[config.mk]
export PLATFORM = sky130hd
export DESIGN_NAME = sorted_priority_queue_unit_flat
export DESIGN_NICKNAME = d
export VERILOG_FILES = /design/src/rtl/core/spq_pkg.sv /design/src/rtl/core/spq_if.sv /design/src/rtl/core/sorted_priority_queue_unit.sv /design/src/rtl/core/spq_cell.sv /design/src/flat_wrapper.sv
export SDC_FILE = /design/constraint.sdc
export NUM_CORES = 1
export LEC_CHECK = 0
export CAP_MARGIN = 20
export CORE_ASPECT_RATIO = 1.2
export CORE_UTILIZATION = 58
export CTS_CLUSTER_SIZE = 25
export DETAILED_ROUTE_END_ITERATION = 6
export DONT_BUFFER_PORTS = 1
export GPL_TIMING_DRIVEN = 0
export PLACE_DENSITY = 0.8
export RECOVER_POWER = 50
export SETUP_SLACK_MARGIN = 0.3
export SLEW_MARGIN = 40
export SYNTH_ARGS = -nofsm -noshare
export SYNTH_HDL_FRONTEND = slang
export SYNTH_HIERARCHICAL = 1
export SYNTH_SLANG_ARGS = --single-unit
[constraint.sdc]
create_clock -name clk -period 4.8 [get_ports clk]
set_input_delay 0.48 -clock clk [delete_from_list [all_inputs] [get_ports clk]]
set_output_delay 0.48 -clock clk [all_outputs]
set_load 0.005 [all_outputs]
[src/rtl/core/spq_pkg.sv]
// ----------------------------------------------------------------------------
// spq_pkg
// Shared types and constants for the sorted priority queue unit.
// ----------------------------------------------------------------------------
package spq_pkg;

  localparam int DATA_W       = 32;
  localparam int PRIO_W       = 16;
  localparam int COUNT_W      = 4;
  localparam int CAPACITY_DEF = 8;

  typedef enum logic [1:0] {
    ST_OK    = 2'd0,
    ST_FULL  = 2'd1,
    ST_EMPTY = 2'd2
  } status_t;

  typedef enum logic {
    OP_ENQ = 1'b0,
    OP_DEQ = 1'b1
  } op_kind_t;

  // one stored entry of the sorted chain
  typedef struct packed {
    logic              valid;
    logic [DATA_W-1:0] data;
    logic [PRIO_W-1:0] prio;
  } entry_t;

  // per-cycle command broadcast to every cell
  typedef struct packed {
    logic enq;
    logic deq;
  } cell_ctl_t;

endpackage

[src/rtl/core/spq_if.sv]
// ----------------------------------------------------------------------------
// spq_in_if / spq_out_if
// Valid/ready channels carrying queue commands and queue results.
// ----------------------------------------------------------------------------
interface spq_in_if import spq_pkg::*; ();
  logic                     valid;
  logic                     ready;
  logic                     kind;
  logic signed [DATA_W-1:0] data_in;
  logic signed [PRIO_W-1:0] prio_in;

  modport source (output valid, output kind, output data_in, output prio_in, input ready);
  modport sink   (input valid, input kind, input data_in, input prio_in, output ready);
endinterface

interface spq_out_if import spq_pkg::*; ();
  logic                     valid;
  logic                     ready;
  logic [1:0]               status;
  logic signed [DATA_W-1:0] data_out;
  logic [COUNT_W-1:0]       entry_count;

  modport source (output valid, output status, output data_out, output entry_count,
                  input ready);
  modport sink   (input valid, input status, input data_out, input entry_count,
                  output ready);
endinterface

[src/rtl/core/sorted_priority_queue_unit.sv]
// ----------------------------------------------------------------------------
// sorted_priority_queue_unit
// Shift-register priority queue: entries sorted by ascending signed priority.
// ----------------------------------------------------------------------------
//
//  channel  | dir | payload                              | transaction
//  ---------+-----+--------------------------------------+------------------------
//  in_ch    | in  | kind, data_in, prio_in               | valid & ready
//  out_ch   | out | status, data_out, entry_count        | valid & ready
//
//  - one command per cycle unless stalled: every cell decides its next content
//    in the same cycle from its entry and neighbours, so the chain is updated
//    on the edge that accepts the command and the result appears next cycle
//  - the result sits in an output register; a new command is taken whenever
//    that register is empty or being drained in the same cycle
//  - a stalled result is held unchanged and blocks further commands
//  - synchronous active-low reset empties the chain (valid bits and count);
//    stored words and priorities are not reset
//
module sorted_priority_queue_unit import spq_pkg::*; #(
  parameter int CAPACITY = CAPACITY_DEF
) (
  input  logic        clk,
  input  logic        rst_n,
  spq_in_if.sink      in_ch,
  spq_out_if.source   out_ch
);

  localparam int CNT_W = $clog2(CAPACITY + 1);

  // chain wiring
  entry_t    cell_entry [CAPACITY];
  logic      cell_le    [CAPACITY];
  entry_t    left_entry [CAPACITY];
  logic      left_le    [CAPACITY];
  entry_t    right_entry[CAPACITY];
  cell_ctl_t ctl;

  // occupancy and output register
  logic [CNT_W-1:0]   occ_r, occ_nxt;
  logic               out_valid_r;
  status_t            status_r, status_nxt;
  logic [DATA_W-1:0]  data_out_r, data_out_nxt;
  logic [CNT_W-1:0]   count_out_r;
  logic [CNT_W+COUNT_W-1:0] count_ext;

  logic accept;
  logic is_full;
  logic is_empty;

  // a new command may enter while the held result leaves
  assign in_ch.ready = !out_valid_r || out_ch.ready;
  assign accept      = in_ch.valid && in_ch.ready;

  // head and tail valid bits give empty and full directly
  assign is_empty = !cell_entry[0].valid;
  assign is_full  = cell_entry[CAPACITY-1].valid;

  assign ctl.enq = accept && (in_ch.kind == OP_ENQ) && !is_full;
  assign ctl.deq = accept && (in_ch.kind == OP_DEQ) && !is_empty;

  // neighbour links; the head sees an open slot on its left,
  // the tail pulls in an empty entry on a dequeue
  always_comb begin
    for (int i = 0; i < CAPACITY; i++) begin
      if (i == 0) begin
        left_entry[i] = '0;
        left_le[i]    = 1'b1;
      end else begin
        left_entry[i] = cell_entry[i-1];
        left_le[i]    = cell_le[i-1];
      end
      if (i == CAPACITY - 1) begin
        right_entry[i] = '0;
      end else begin
        right_entry[i] = cell_entry[i+1];
      end
    end
  end

  for (genvar g = 0; g < CAPACITY; g++) begin : g_cell
    spq_cell u_cell (
      .clk         (clk),
      .rst_n       (rst_n),
      .ctl         (ctl),
      .new_data    (in_ch.data_in),
      .new_prio    (in_ch.prio_in),
      .left_entry  (left_entry[g]),
      .left_le     (left_le[g]),
      .right_entry (right_entry[g]),
      .entry       (cell_entry[g]),
      .le          (cell_le[g])
    );
  end

  // status, dequeued word and next occupancy
  always_comb begin
    status_nxt   = ST_OK;
    data_out_nxt = '0;
    occ_nxt      = occ_r;
    case (in_ch.kind)
      OP_ENQ: begin
        if (is_full) begin
          status_nxt = ST_FULL;
        end else begin
          occ_nxt = occ_r + CNT_W'(1);
        end
      end
      OP_DEQ: begin
        if (is_empty) begin
          status_nxt = ST_EMPTY;
        end else begin
          data_out_nxt = cell_entry[0].data;
          occ_nxt      = occ_r - CNT_W'(1);
        end
      end
      default: begin
        status_nxt = ST_OK;
      end
    endcase
  end

  always_ff @(posedge clk) begin
    if (!rst_n) begin
      occ_r       <= '0;
      out_valid_r <= 1'b0;
    end else begin
      if (accept) begin
        occ_r       <= occ_nxt;
        out_valid_r <= 1'b1;
      end else if (out_ch.ready) begin
        out_valid_r <= 1'b0;
      end
    end
    if (accept) begin
      status_r    <= status_nxt;
      data_out_r  <= data_out_nxt;
      count_out_r <= occ_nxt;
    end
  end

  // count reported masked to the field width
  assign count_ext = {{COUNT_W{1'b0}}, count_out_r};

  assign out_ch.valid       = out_valid_r;
  assign out_ch.status      = status_r;
  assign out_ch.data_out    = data_out_r;
  assign out_ch.entry_count = count_ext[COUNT_W-1:0];

endmodule

[src/rtl/core/spq_cell.sv]
// ----------------------------------------------------------------------------
// spq_cell
// One slot of the sorted chain: keeps, takes the new item, or shifts.
// ----------------------------------------------------------------------------
module spq_cell import spq_pkg::*; (
  input  logic              clk,
  input  logic              rst_n,
  input  cell_ctl_t         ctl,
  input  logic [DATA_W-1:0] new_data,
  input  logic [PRIO_W-1:0] new_prio,
  input  entry_t            left_entry,
  input  logic              left_le,
  input  entry_t            right_entry,
  output entry_t            entry,
  output logic              le
);

  entry_t entry_r, entry_nxt;

  // entry stays ahead of the new item (fifo among equal priorities)
  assign le = entry_r.valid && ($signed(entry_r.prio) <= $signed(new_prio));

  always_comb begin
    entry_nxt = entry_r;
    if (ctl.enq) begin
      if (!le) begin
        if (left_le) begin
          entry_nxt.valid = 1'b1;
          entry_nxt.data  = new_data;
          entry_nxt.prio  = new_prio;
        end else begin
          entry_nxt = left_entry;
        end
      end
    end else if (ctl.deq) begin
      entry_nxt = right_entry;
    end
  end

  always_ff @(posedge clk) begin
    if (!rst_n) begin
      entry_r.valid <= 1'b0;
    end else begin
      entry_r.valid <= entry_nxt.valid;
    end
    entry_r.data <= entry_nxt.data;
    entry_r.prio <= entry_nxt.prio;
  end

  assign entry = entry_r;

endmodule

[src/flat_wrapper.sv]
// flat-port wrapper written by rule: the top's interface ports become plain ports
module sorted_priority_queue_unit_flat import spq_pkg::*;
#(
  parameter int CAPACITY = CAPACITY_DEF
)
  (clk, rst_n, in_ch_valid, in_ch_kind, in_ch_data_in, in_ch_prio_in, in_ch_ready, out_ch_valid, out_ch_status, out_ch_data_out, out_ch_entry_count, out_ch_ready);
  spq_in_if in_ch_i ();
  spq_out_if out_ch_i ();
  input  logic clk;
  input  logic rst_n;
  input wire logic [$bits(in_ch_i.valid)-1:0] in_ch_valid;
  input wire logic [$bits(in_ch_i.kind)-1:0] in_ch_kind;
  input wire logic [$bits(in_ch_i.data_in)-1:0] in_ch_data_in;
  input wire logic [$bits(in_ch_i.prio_in)-1:0] in_ch_prio_in;
  output wire logic [$bits(in_ch_i.ready)-1:0] in_ch_ready;
  output wire logic [$bits(out_ch_i.valid)-1:0] out_ch_valid;
  output wire logic [$bits(out_ch_i.status)-1:0] out_ch_status;
  output wire logic [$bits(out_ch_i.data_out)-1:0] out_ch_data_out;
  output wire logic [$bits(out_ch_i.entry_count)-1:0] out_ch_entry_count;
  input wire logic [$bits(out_ch_i.ready)-1:0] out_ch_ready;
  assign in_ch_i.valid = in_ch_valid;
  assign in_ch_i.kind = in_ch_kind;
  assign in_ch_i.data_in = in_ch_data_in;
  assign in_ch_i.prio_in = in_ch_prio_in;
  assign in_ch_ready = in_ch_i.ready;
  assign out_ch_valid = out_ch_i.valid;
  assign out_ch_status = out_ch_i.status;
  assign out_ch_data_out = out_ch_i.data_out;
  assign out_ch_entry_count = out_ch_i.entry_count;
  assign out_ch_i.ready = out_ch_ready;
  sorted_priority_queue_unit #(.CAPACITY(CAPACITY)) u_core (.clk(clk), .rst_n(rst_n), .in_ch(in_ch_i), .out_ch(out_ch_i));
endmodule
After elaboration in Yosys (flattened, before gate mapping) --
Cells that the tools add are included.
Operators by class: bitwise logic cells 1, multiplexer cells 39, $add $sub $neg 2, order comparisons 8, equality and inequality tests 8, reductions and logical operators 27
Operator list (number):
- 49-bit 2-to-1 mux | 31
- 16-bit <= comparator | 8
- 2-bit AND reduction | 9
- 2-bit inequality test, second input constant | 8
- 1-bit logical AND | 13
- 4-bit 2-to-1 mux | 2
- 4-bit one-hot mux with 2 select lines | 1
- 4-bit by 1-bit adder with 4-bit output, second input constant | 1
- 2-bit one-hot mux with 2 select lines | 1
- 2-bit nonzero test | 2
- 4-bit by 1-bit subtractor with 4-bit output, second input constant | 1
- 1-bit 2-to-1 mux | 3
- 1-bit logical NOT | 2
- 2-bit 2-to-1 mux | 1
- 1-bit logical OR | 1
- 1-bit inverter | 1
Word-level totals: logic and storage cells 114, input port bits 53, output and inout port bits 40, flip-flop bits (word level) 435

Logic depth before layout (Yosys ltp) --
Gate-level depths: netlist of run 1.
word-level depth 7, depth in mapped cells 13, gate-level depth less buffers 12

Modules after synthesis --
The synthesis of run 1 kept the hierarchy.
By module, submodules not included:
- spq_cell at u_core.g_cell[0].u_cell ... | area an instance 2950.3 sq um, cells each 281, seq. area each 1461.4 sq um, times used 4
- spq_cell at u_core.g_cell[4].u_cell ... | area an instance 2910.3 sq um, cells each 275, seq. area each 1461.4 sq um, times used 4
- sorted_priority_queue_unit | area an instance 1779.2 sq um, cells each 129, seq. area each 1241.2 sq um, times used 1

Least setup slack after synthesis of run 1 --
No wires, ideal clock.
kind input to register, start point input in_ch_prio_in[15], end point register u_core.g_cell[4].u_cell.entry_r (netlist bit u_core/g_cell[4].u_cell/entry[0]), enable pin, path buffers 0, cell stages on the path 8, data arrival time 4.281 ns, setup slack 0.050 ns, required time 4.331 ns, setup time 0.469 ns, path through inv_1 > ha_1 > nand4_2 > or4_4 > a21oi_2 > o221ai_1 > and3_4 > a21oi_1
RTL lines:
- from (decl) | RTL line flat_wrapper.sv:14 | input wire logic [$bits(in_ch_i.prio_in)-1:0] in_ch_prio_in;
- to (decl) | RTL line spq_cell.sv:18 | entry_t entry_r, entry_nxt;

==> impl_metrics.json, run 1 <==
{
  "die_x_um": 192.4,
  "drive_gt1_share_pct": 5.905,
  "final-seq-area_um2": 12930,
  "clock.fmax_mhz": 229.2,
  "initial_core_util_pct": 58.81,
  "coreArea_um2": 42890,
  "seq_area_frac_synth_pct": 51.27,
  "root_buffer": "clkbuf_16",
  "grt_max_degree": 25,
  "synth_top_area_share_pct": 50.24,
  "worst_r2r_startpoint": "u_core/g_cell[7].u_cell/entry[48]$_SDFFE_PN0P_",
  "wl_per_cell_um": 21.25,
  "setup_violations": 0,
  "routed_via_density": 6.065,
  "yosys.cell_count.top_type": "a21oi_1",
  "powerDensity_nw_per_um2": 348.6,
  "synth_edf_count": 422,
  "layout_worst_path_cycle_share_pct": 90.91,
  "cp.required_ns": 5.07,
  "drt_wl_total_mm": 66.05,
  "setup.worst_path.start": "u_core/g_cell[7].u_cell/entry[48]$_SDFFE_PN0P_",
  "finish.utilization_pct": 65.58,
  "drtIter0Drc": 1684,
  "max_cap_viol_count": 1,
  "synth_flop_cell": "edfxtp_1",
  "violations": "design-rule violations, max-capacitance violations, max-slew violations",
  "routed-wl-met2_mm": 33.40,
  "hold_path.class": "input port to flop",
  "ir_worst_vdd_mv": 0.3695,
  "r2r_setup_slack_ns": 0.44,
  "finClkSkew_ns": 0.02561,
  "clockBufferDepth": 3,
  "cts_tree": "done",
  "synth_cells": 2353,
  "ctsResizeCount": 0,
  "grt_use_total_pct": 30.02,
  "synth_area_leaders": "edfxtp_1 (50%), mux2i_1 (15%), a21oi_1 (8.6%), ha_1 (6.4%), nor2_1 (6.3%)",
  "top_layer": "met4",
  "slew_viol_final": 25,
  "antenna_left": 0,
  "fillers": 3213,
  "status": "finished, violations left",
  "synthTopCellsByCount": "a21oi_1 (432), nor2_1 (424), edfxtp_1 (422)",
  "rows": 83,
  "final-hold-violation-count": 0,
  "crit_slowest_cell": "a31oi_2",
  "via_count": 18857,
  "rsz0062_at_grt": "false",
  "slew_headroom_pct": -15.98,
  "area_growth_syn_to_layout_pct": 11.51,
  "yosysWarnings": 6,
  "numCtsBuffers": 45,
  "dr_wl_met3_mm": 4.764,
  "portBuffers": 0,
  "worstSetupStartpointType": "flop",
  "die_area_um2": 44330,
  "postCtsSetupBuffers": 0,
  "place.gp.congestion": 0.8922,
  "worst_pin_slew_ns": 1.740,
  "fp.dieH_um": 230.4,
  "fin_setup_tns_ns": 0,
  "total_power_mw": 9.804,
  "end_kind": "flop",
  "grt_pass1_vias": 19660,
  "cts_sinks": 435,
  "crit_fanout": 16,
  "hp-start": "rst_n",
  "nNetsFinal": 2705,
  "period_needed_ns": 4.364,
  "synth.distinct_cells": 56,
  "multi_input_area_um2": 11510,
  "path_clk_slew_ns": 0.06,
  "insertion_delay_ns": 0.56,
  "design_area_um2": 28130,
  "antenna_found_initial": 2,
  "crit_arrival_ns": 4.63,
  "cp_slowest_stage_delay_ns": 0.87,
  "firstDrtPassIters": 7,
  "holdBufCountCts": 0,
  "worstSetupPathType": "flop to flop",
  "ys_seq_elements": 435,
  "n_antenna_cell": 0,
  "crit_chain": "nor2_1, nand3_1, inv_1, clkbuf_1, clkbuf_1, nor2_1, a31oi_2, buf_16, buf_8",
  "synth_area_leader_cell": "edfxtp_1",
  "h-tree-depth": 2,
  "placed_area_um2": 26810,
  "route.detailed.drc": 14,
  "syn_area_um2": 25220,
  "grt_pass1_wl_mm": 103.2,
  "syn_area_per_cell_um2": 10.72,
  "met1_length_mm": 24.80,
  "io_pins": 93,
  "p_leak_nw": 10.60,
  "synthArstFlopShare_pct": 0,
  "dpl.hpwl_mm": 50.05,
  "overflow": 0
}
## per-stage QoR
stage / cells / setup WS (ns) / hold WS, ns
2_1_floorplan: 2450 / 1.130 / 0.4692
3_3_place_gp: 3002 / -0.3130 / 0.4790
3_5_place_dp: 3027 / 0.8592 / 0.5061
4_1_cts: 3109 / 0.9379 / 0.03356
5_1_grt: 3109 / 0.3465 / 0.03688
6_report: 3109 / 0.4362 / 0.05479
## registers in the layout (all words and copies together), names as in the netlist
register / cells
u_core/g_cell.u_cell/entry: 392
u_core/occ_r: 4
u_core/out_ch.data_out: 32
u_core/out_ch.entry_count: 4
u_core/out_ch.status: 2
u_core/out_ch.valid: 1
## worst max-delay path, delay by kind of cell, from the launching register on
kind	cells	cell delay [ns]
flip-flops	1	0.48
AND/OR/NAND/NOR	3	0.64
AO/OA/AOI/OAI	1	0.87
buffers and inverters	5	2.06
## per-layer routing
layer | vias up | global-route usage [%]
li1 | 8793 | -
met1 | 9057 | 35.58
met2 | 795 | 53.05
met3 | 212 | 3.998
met4 | 0 | 14.81
met5 | - | 0
## cell families (layout without fill, tap and decap cells)
family	Yosys count	after routing	share of synthesized area [%]
buffers and inverters	285	392	4.470
AND/OR/NAND/NOR	588	588	10.67
XOR/XNOR	4	4	0.1389
flip-flops	435	435	51.27
multiplexers	388	388	15.42
AO/OA/AOI/OAI	521	521	11.55
adder cells (fa/ha/maj)	130	130	6.449
other	2	99	0.02978
## power by group
part,internal (mW),switching (mW)
clock,2.10,1.46
combinational,0.574,0.948
sequential,4.55,0.172
total,7.22,2.58
## cells in the final DEF, fill, tap and decap left out, drive strengths merged, types with 5 or more instances in the layout
| cell type | n |
|---|---|
| a21o | 12 |
| nor3 | 6 |
| inv | 141 |
| conb | 99 |
| clkinv | 15 |
| nand3 | 6 |
| a21oi | 436 |
| nand2b | 5 |
| nand4 | 24 |
| buf | 51 |
| clkbuf | 177 |
| and2 | 5 |
| dfxtp | 13 |
| ha | 130 |
| o21ai | 18 |
| a31oi | 8 |
| and3 | 38 |
| nor2 | 424 |
| nor2b | 11 |
| bufinv | 5 |
| nand2 | 50 |
| mux2i | 384 |
| edfxtp | 422 |
## path summary, 6_finish.rpt
| kind | end | cells past startpoint |
|---|---|---|
| max | u_core/g_cell[3].u_cell/entry[45]$_DFFE_PP_ | 9 |
| min | u_core/occ_r[1]$_SDFFE_PN0P_ | 1 |
| max reg2reg | u_core/g_cell[3].u_cell/entry[45]$_DFFE_PP_ | 9 |
| min reg2reg | u_core/occ_r[3]$_SDFFE_PN0P_ | 2 |
## layout make-up
cell class	count	area share (%)
clock buffers	60	4.457
multi-input cells	1730	40.91
clock inverters	22	0.8452
plain buffers	143	2.029
repair buffers	25	1.419
well taps	552	2.456
flip-flops and latches	435	45.98
inverters	142	1.900
Note: power is estimated with default switching activity, not from simulation.
==> run 2, diff against run 1 <==
--- a/config.mk
+++ b/config.mk
@@ -8,6 +8,7 @@
 export CAP_MARGIN = 20
 export CORE_ASPECT_RATIO = 1.2
 export CORE_UTILIZATION = 58
+export CTS_BUF_LIST = sky130_fd_sc_hd__clkbuf_4 sky130_fd_sc_hd__clkbuf_8
 export CTS_CLUSTER_SIZE = 25
 export DETAILED_ROUTE_END_ITERATION = 6
 export DONT_BUFFER_PORTS = 1
==> run 2 against run 1 <==
  * The flow still finishes with violations (design-rule violations, max-capacitance violations, max-slew violations)
  * Critical endpoint is now u_core/g_cell[2].u_cell/entry[40]$_DFFE_PP_
  * Sequential share of layout area rose by 0.11 points
  * Maximum frequency down 0.75%
  * Final area decreased by 0.23%
  * Clock-buffer cell count grew 36
  * Total power fell by 3.4%
  * Worst hold slack better by 0.035 ns
==> impl_metrics.json, run 2 (synthesis results as in run 1) <==
{
  "worst_pin_slew_ns": 1.730,
  "rsz0062_at_grt": "false",
  "finish.utilization_pct": 65.42,
  "largest_reg_flops": 392,
  "multi_input_area_um2": 11510,
  "hold_path.class": "input port to flop",
  "whs_ns": 0.08998,
  "crit_top_cell": "clkbuf_1",
  "initial_core_util_pct": 58.81,
  "final-seq-area_um2": 12930,
  "share_comb_of_total_power_pct": 16.1,
  "layout_commonest_cell": "a21oi_1",
  "firstDrtPassIters": 7,
  "holdBufCountCts": 2,
  "via_count": 19012,
  "crit_chain": "ha_1, nand4_1, nor4_1, o21ai_1, a31o_1, nand3_2, and2_1, clkbuf_1, clkbuf_1, buf_2, mux2i_1, a21oi_1",
  "worstSetupStartpointType": "flop",
  "wl_per_cell_um": 20.87,
  "crit_slowest_cell": "clkbuf_1",
  "cts_sinks": 435,
  "path_clk_slew_ns": 0.06,
  "overflow": 0,
  "top_usage_layer": "met2",
  "nNetsFinal": 2734,
  "antenna_left": 0,
  "clockBufferDepth": 3,
  "route.detailed.drc": 14,
  "total_power_mw": 9.471,
  "coreArea_um2": 42890,
  "layout_common_cells": "a21oi_1 (428), nor2_1 (424), edfxtp_1 (422), mux2i_1 (384), inv_1 (141)",
  "ir_worst_vdd_mv": 0.2753,
  "stdcell_count": 3160,
  "die_x_um": 192.4,
  "grt_use_met3_pct": 4.667,
  "fin_setup_tns_ns": 0,
  "violations": "design-rule violations, max-capacitance violations, max-slew violations",
  "grt_max_degree": 25,
  "cp_slowest_stage_delay_ns": 0.74,
  "crit_arrival_ns": 4.78,
  "postCtsSetupBuffers": 0,
  "worst_r2r_startpoint": "u_core/g_cell[1].u_cell/entry[15]$_DFFE_PP_",
  "powerDensity_nw_per_um2": 337.5,
  "die_area_um2": 44330,
  "dp_cells": 3027,
  "insertion_delay_ns": 0.67,
  "grt_use_total_pct": 30.22,
  "cp.required_ns": 5.18,
  "grt_pass1_wl_mm": 103.4,
  "crit_fanout": 10,
  "placed_area_um2": 26810,
  "seqPwrFrac_pct": 49.9,
  "use_met1_pct": 35.40,
  "drt_wl_total_mm": 65.96,
  "fillers": 3222,
  "use_met2_pct": 52.82,
  "area_growth_syn_to_layout_pct": 11.26,
  "worstSetupPathType": "flop to flop",
  "crit_buf_inv": 3,
  "drtIter0Drc": 1784,
  "place.gp.congestion": 0.8922,
  "h-tree-depth": 3,
  "switching_power_mw": 2.664,
  "final-hold-violation-count": 0,
  "post-place-ws_ns": 0.8592,
  "end_kind": "flop",
  "period_needed_ns": 4.397,
  "max_cap_viol_count": 1,
  "numCtsBuffers": 72,
  "dpl.hpwl_mm": 50.05,
  "portBuffers": 0,
  "status": "finished, violations left",
  "root_buffer": "clkbuf_8",
  "grt_pass1_vias": 19890,
  "rows": 83,
  "drive_gt1_share_pct": 7.908,
  "hp-start": "in_ch_valid",
  "clock.fmax_mhz": 227.4,
  "ctsResizeCount": 0,
  "setup_ws_ns": 0.4034,
  "critPathTopFamily": "buffers and inverters",
  "io_pins": 93,
  "cts_tree": "done",
  "layout_worst_path_cycle_share_pct": 91.60,
  "setup.worst_path.start": "u_core/g_cell[1].u_cell/entry[15]$_DFFE_PP_",
  "slew_headroom_pct": -15.34,
  "swShare_pct": 28.13,
  "routed_via_density": 6.016,
  "internal-power_mw": 6.807,
  "finClkSkew_ns": 0.03790,
  "design_area_um2": 28060,
  "pwr-share-clk_pct": 34.1,
  "slew_viol_final": 25,
  "fp.dieH_um": 230.4,
  "antenna_found_initial": 5,
  "setup_violations": 0,
  "p_leak_nw": 10.64
}
==> run 2: cell count changes in the layout (fill, tap and decap cells not counted), moves of 4 or more <==
cell       previous run  this run
bufinv_16             5         1
clkbuf_8              5        74
clkinv_1             11        15
clkbuf_1            125       114
clkbuf_16            46         0
clkbuf_4              0        22
clkinv_2              3         8
==> run 2: power by group through the flow <==
stage | clock network (mW) | registers [mW] | logic (mW)
after floorplan | 0 | 4.74 | 1.07
after global placement | 0 | 4.80 | 1.34
after detailed placement | 0 | 4.79 | 1.50
after CTS | 3.28 | 4.72 | 1.51
after global routing | 3.43 | 4.75 | 1.66
final | 3.23 | 4.72 | 1.52
==> run 2: metal layers <==
metal  share of wire (%)  vias to the layer above  wire (um)
li1                    -                     8869          -
met3                 7.2                      185       4749
met1                  38                     9088      24870
met2                  51                      868      33500
met5               0.020                        -         13
met4                 4.3                        2       2826
==> run 2: final timing paths <==
check	to	cells after the start	slack, ns
worst max-delay path	u_core/g_cell[2].u_cell/entry[40]$_DFFE_PP_	12	0.40
worst min-delay path	u_core/occ_r[1]$_SDFFE_PN0P_	2	0.09
worst max register to register	u_core/g_cell[2].u_cell/entry[40]$_DFFE_PP_	12	0.40
worst min register to register	u_core/occ_r[3]$_SDFFE_PN0P_	2	0.53
==> run 2: layout make-up <==
| type | count | share of cell area, % |
|---|---|---|
| multi-input cells | 1730 | 41.03 |
| clock inverters | 32 | 0.7536 |
| diodes | 3 | 0.02675 |
| plain buffers | 143 | 2.042 |
| clock buffers | 96 | 4.218 |
| flip-flops and latches | 435 | 46.09 |
| well taps | 552 | 2.461 |
| repair buffers | 27 | 1.476 |
| inverters | 142 | 1.904 |
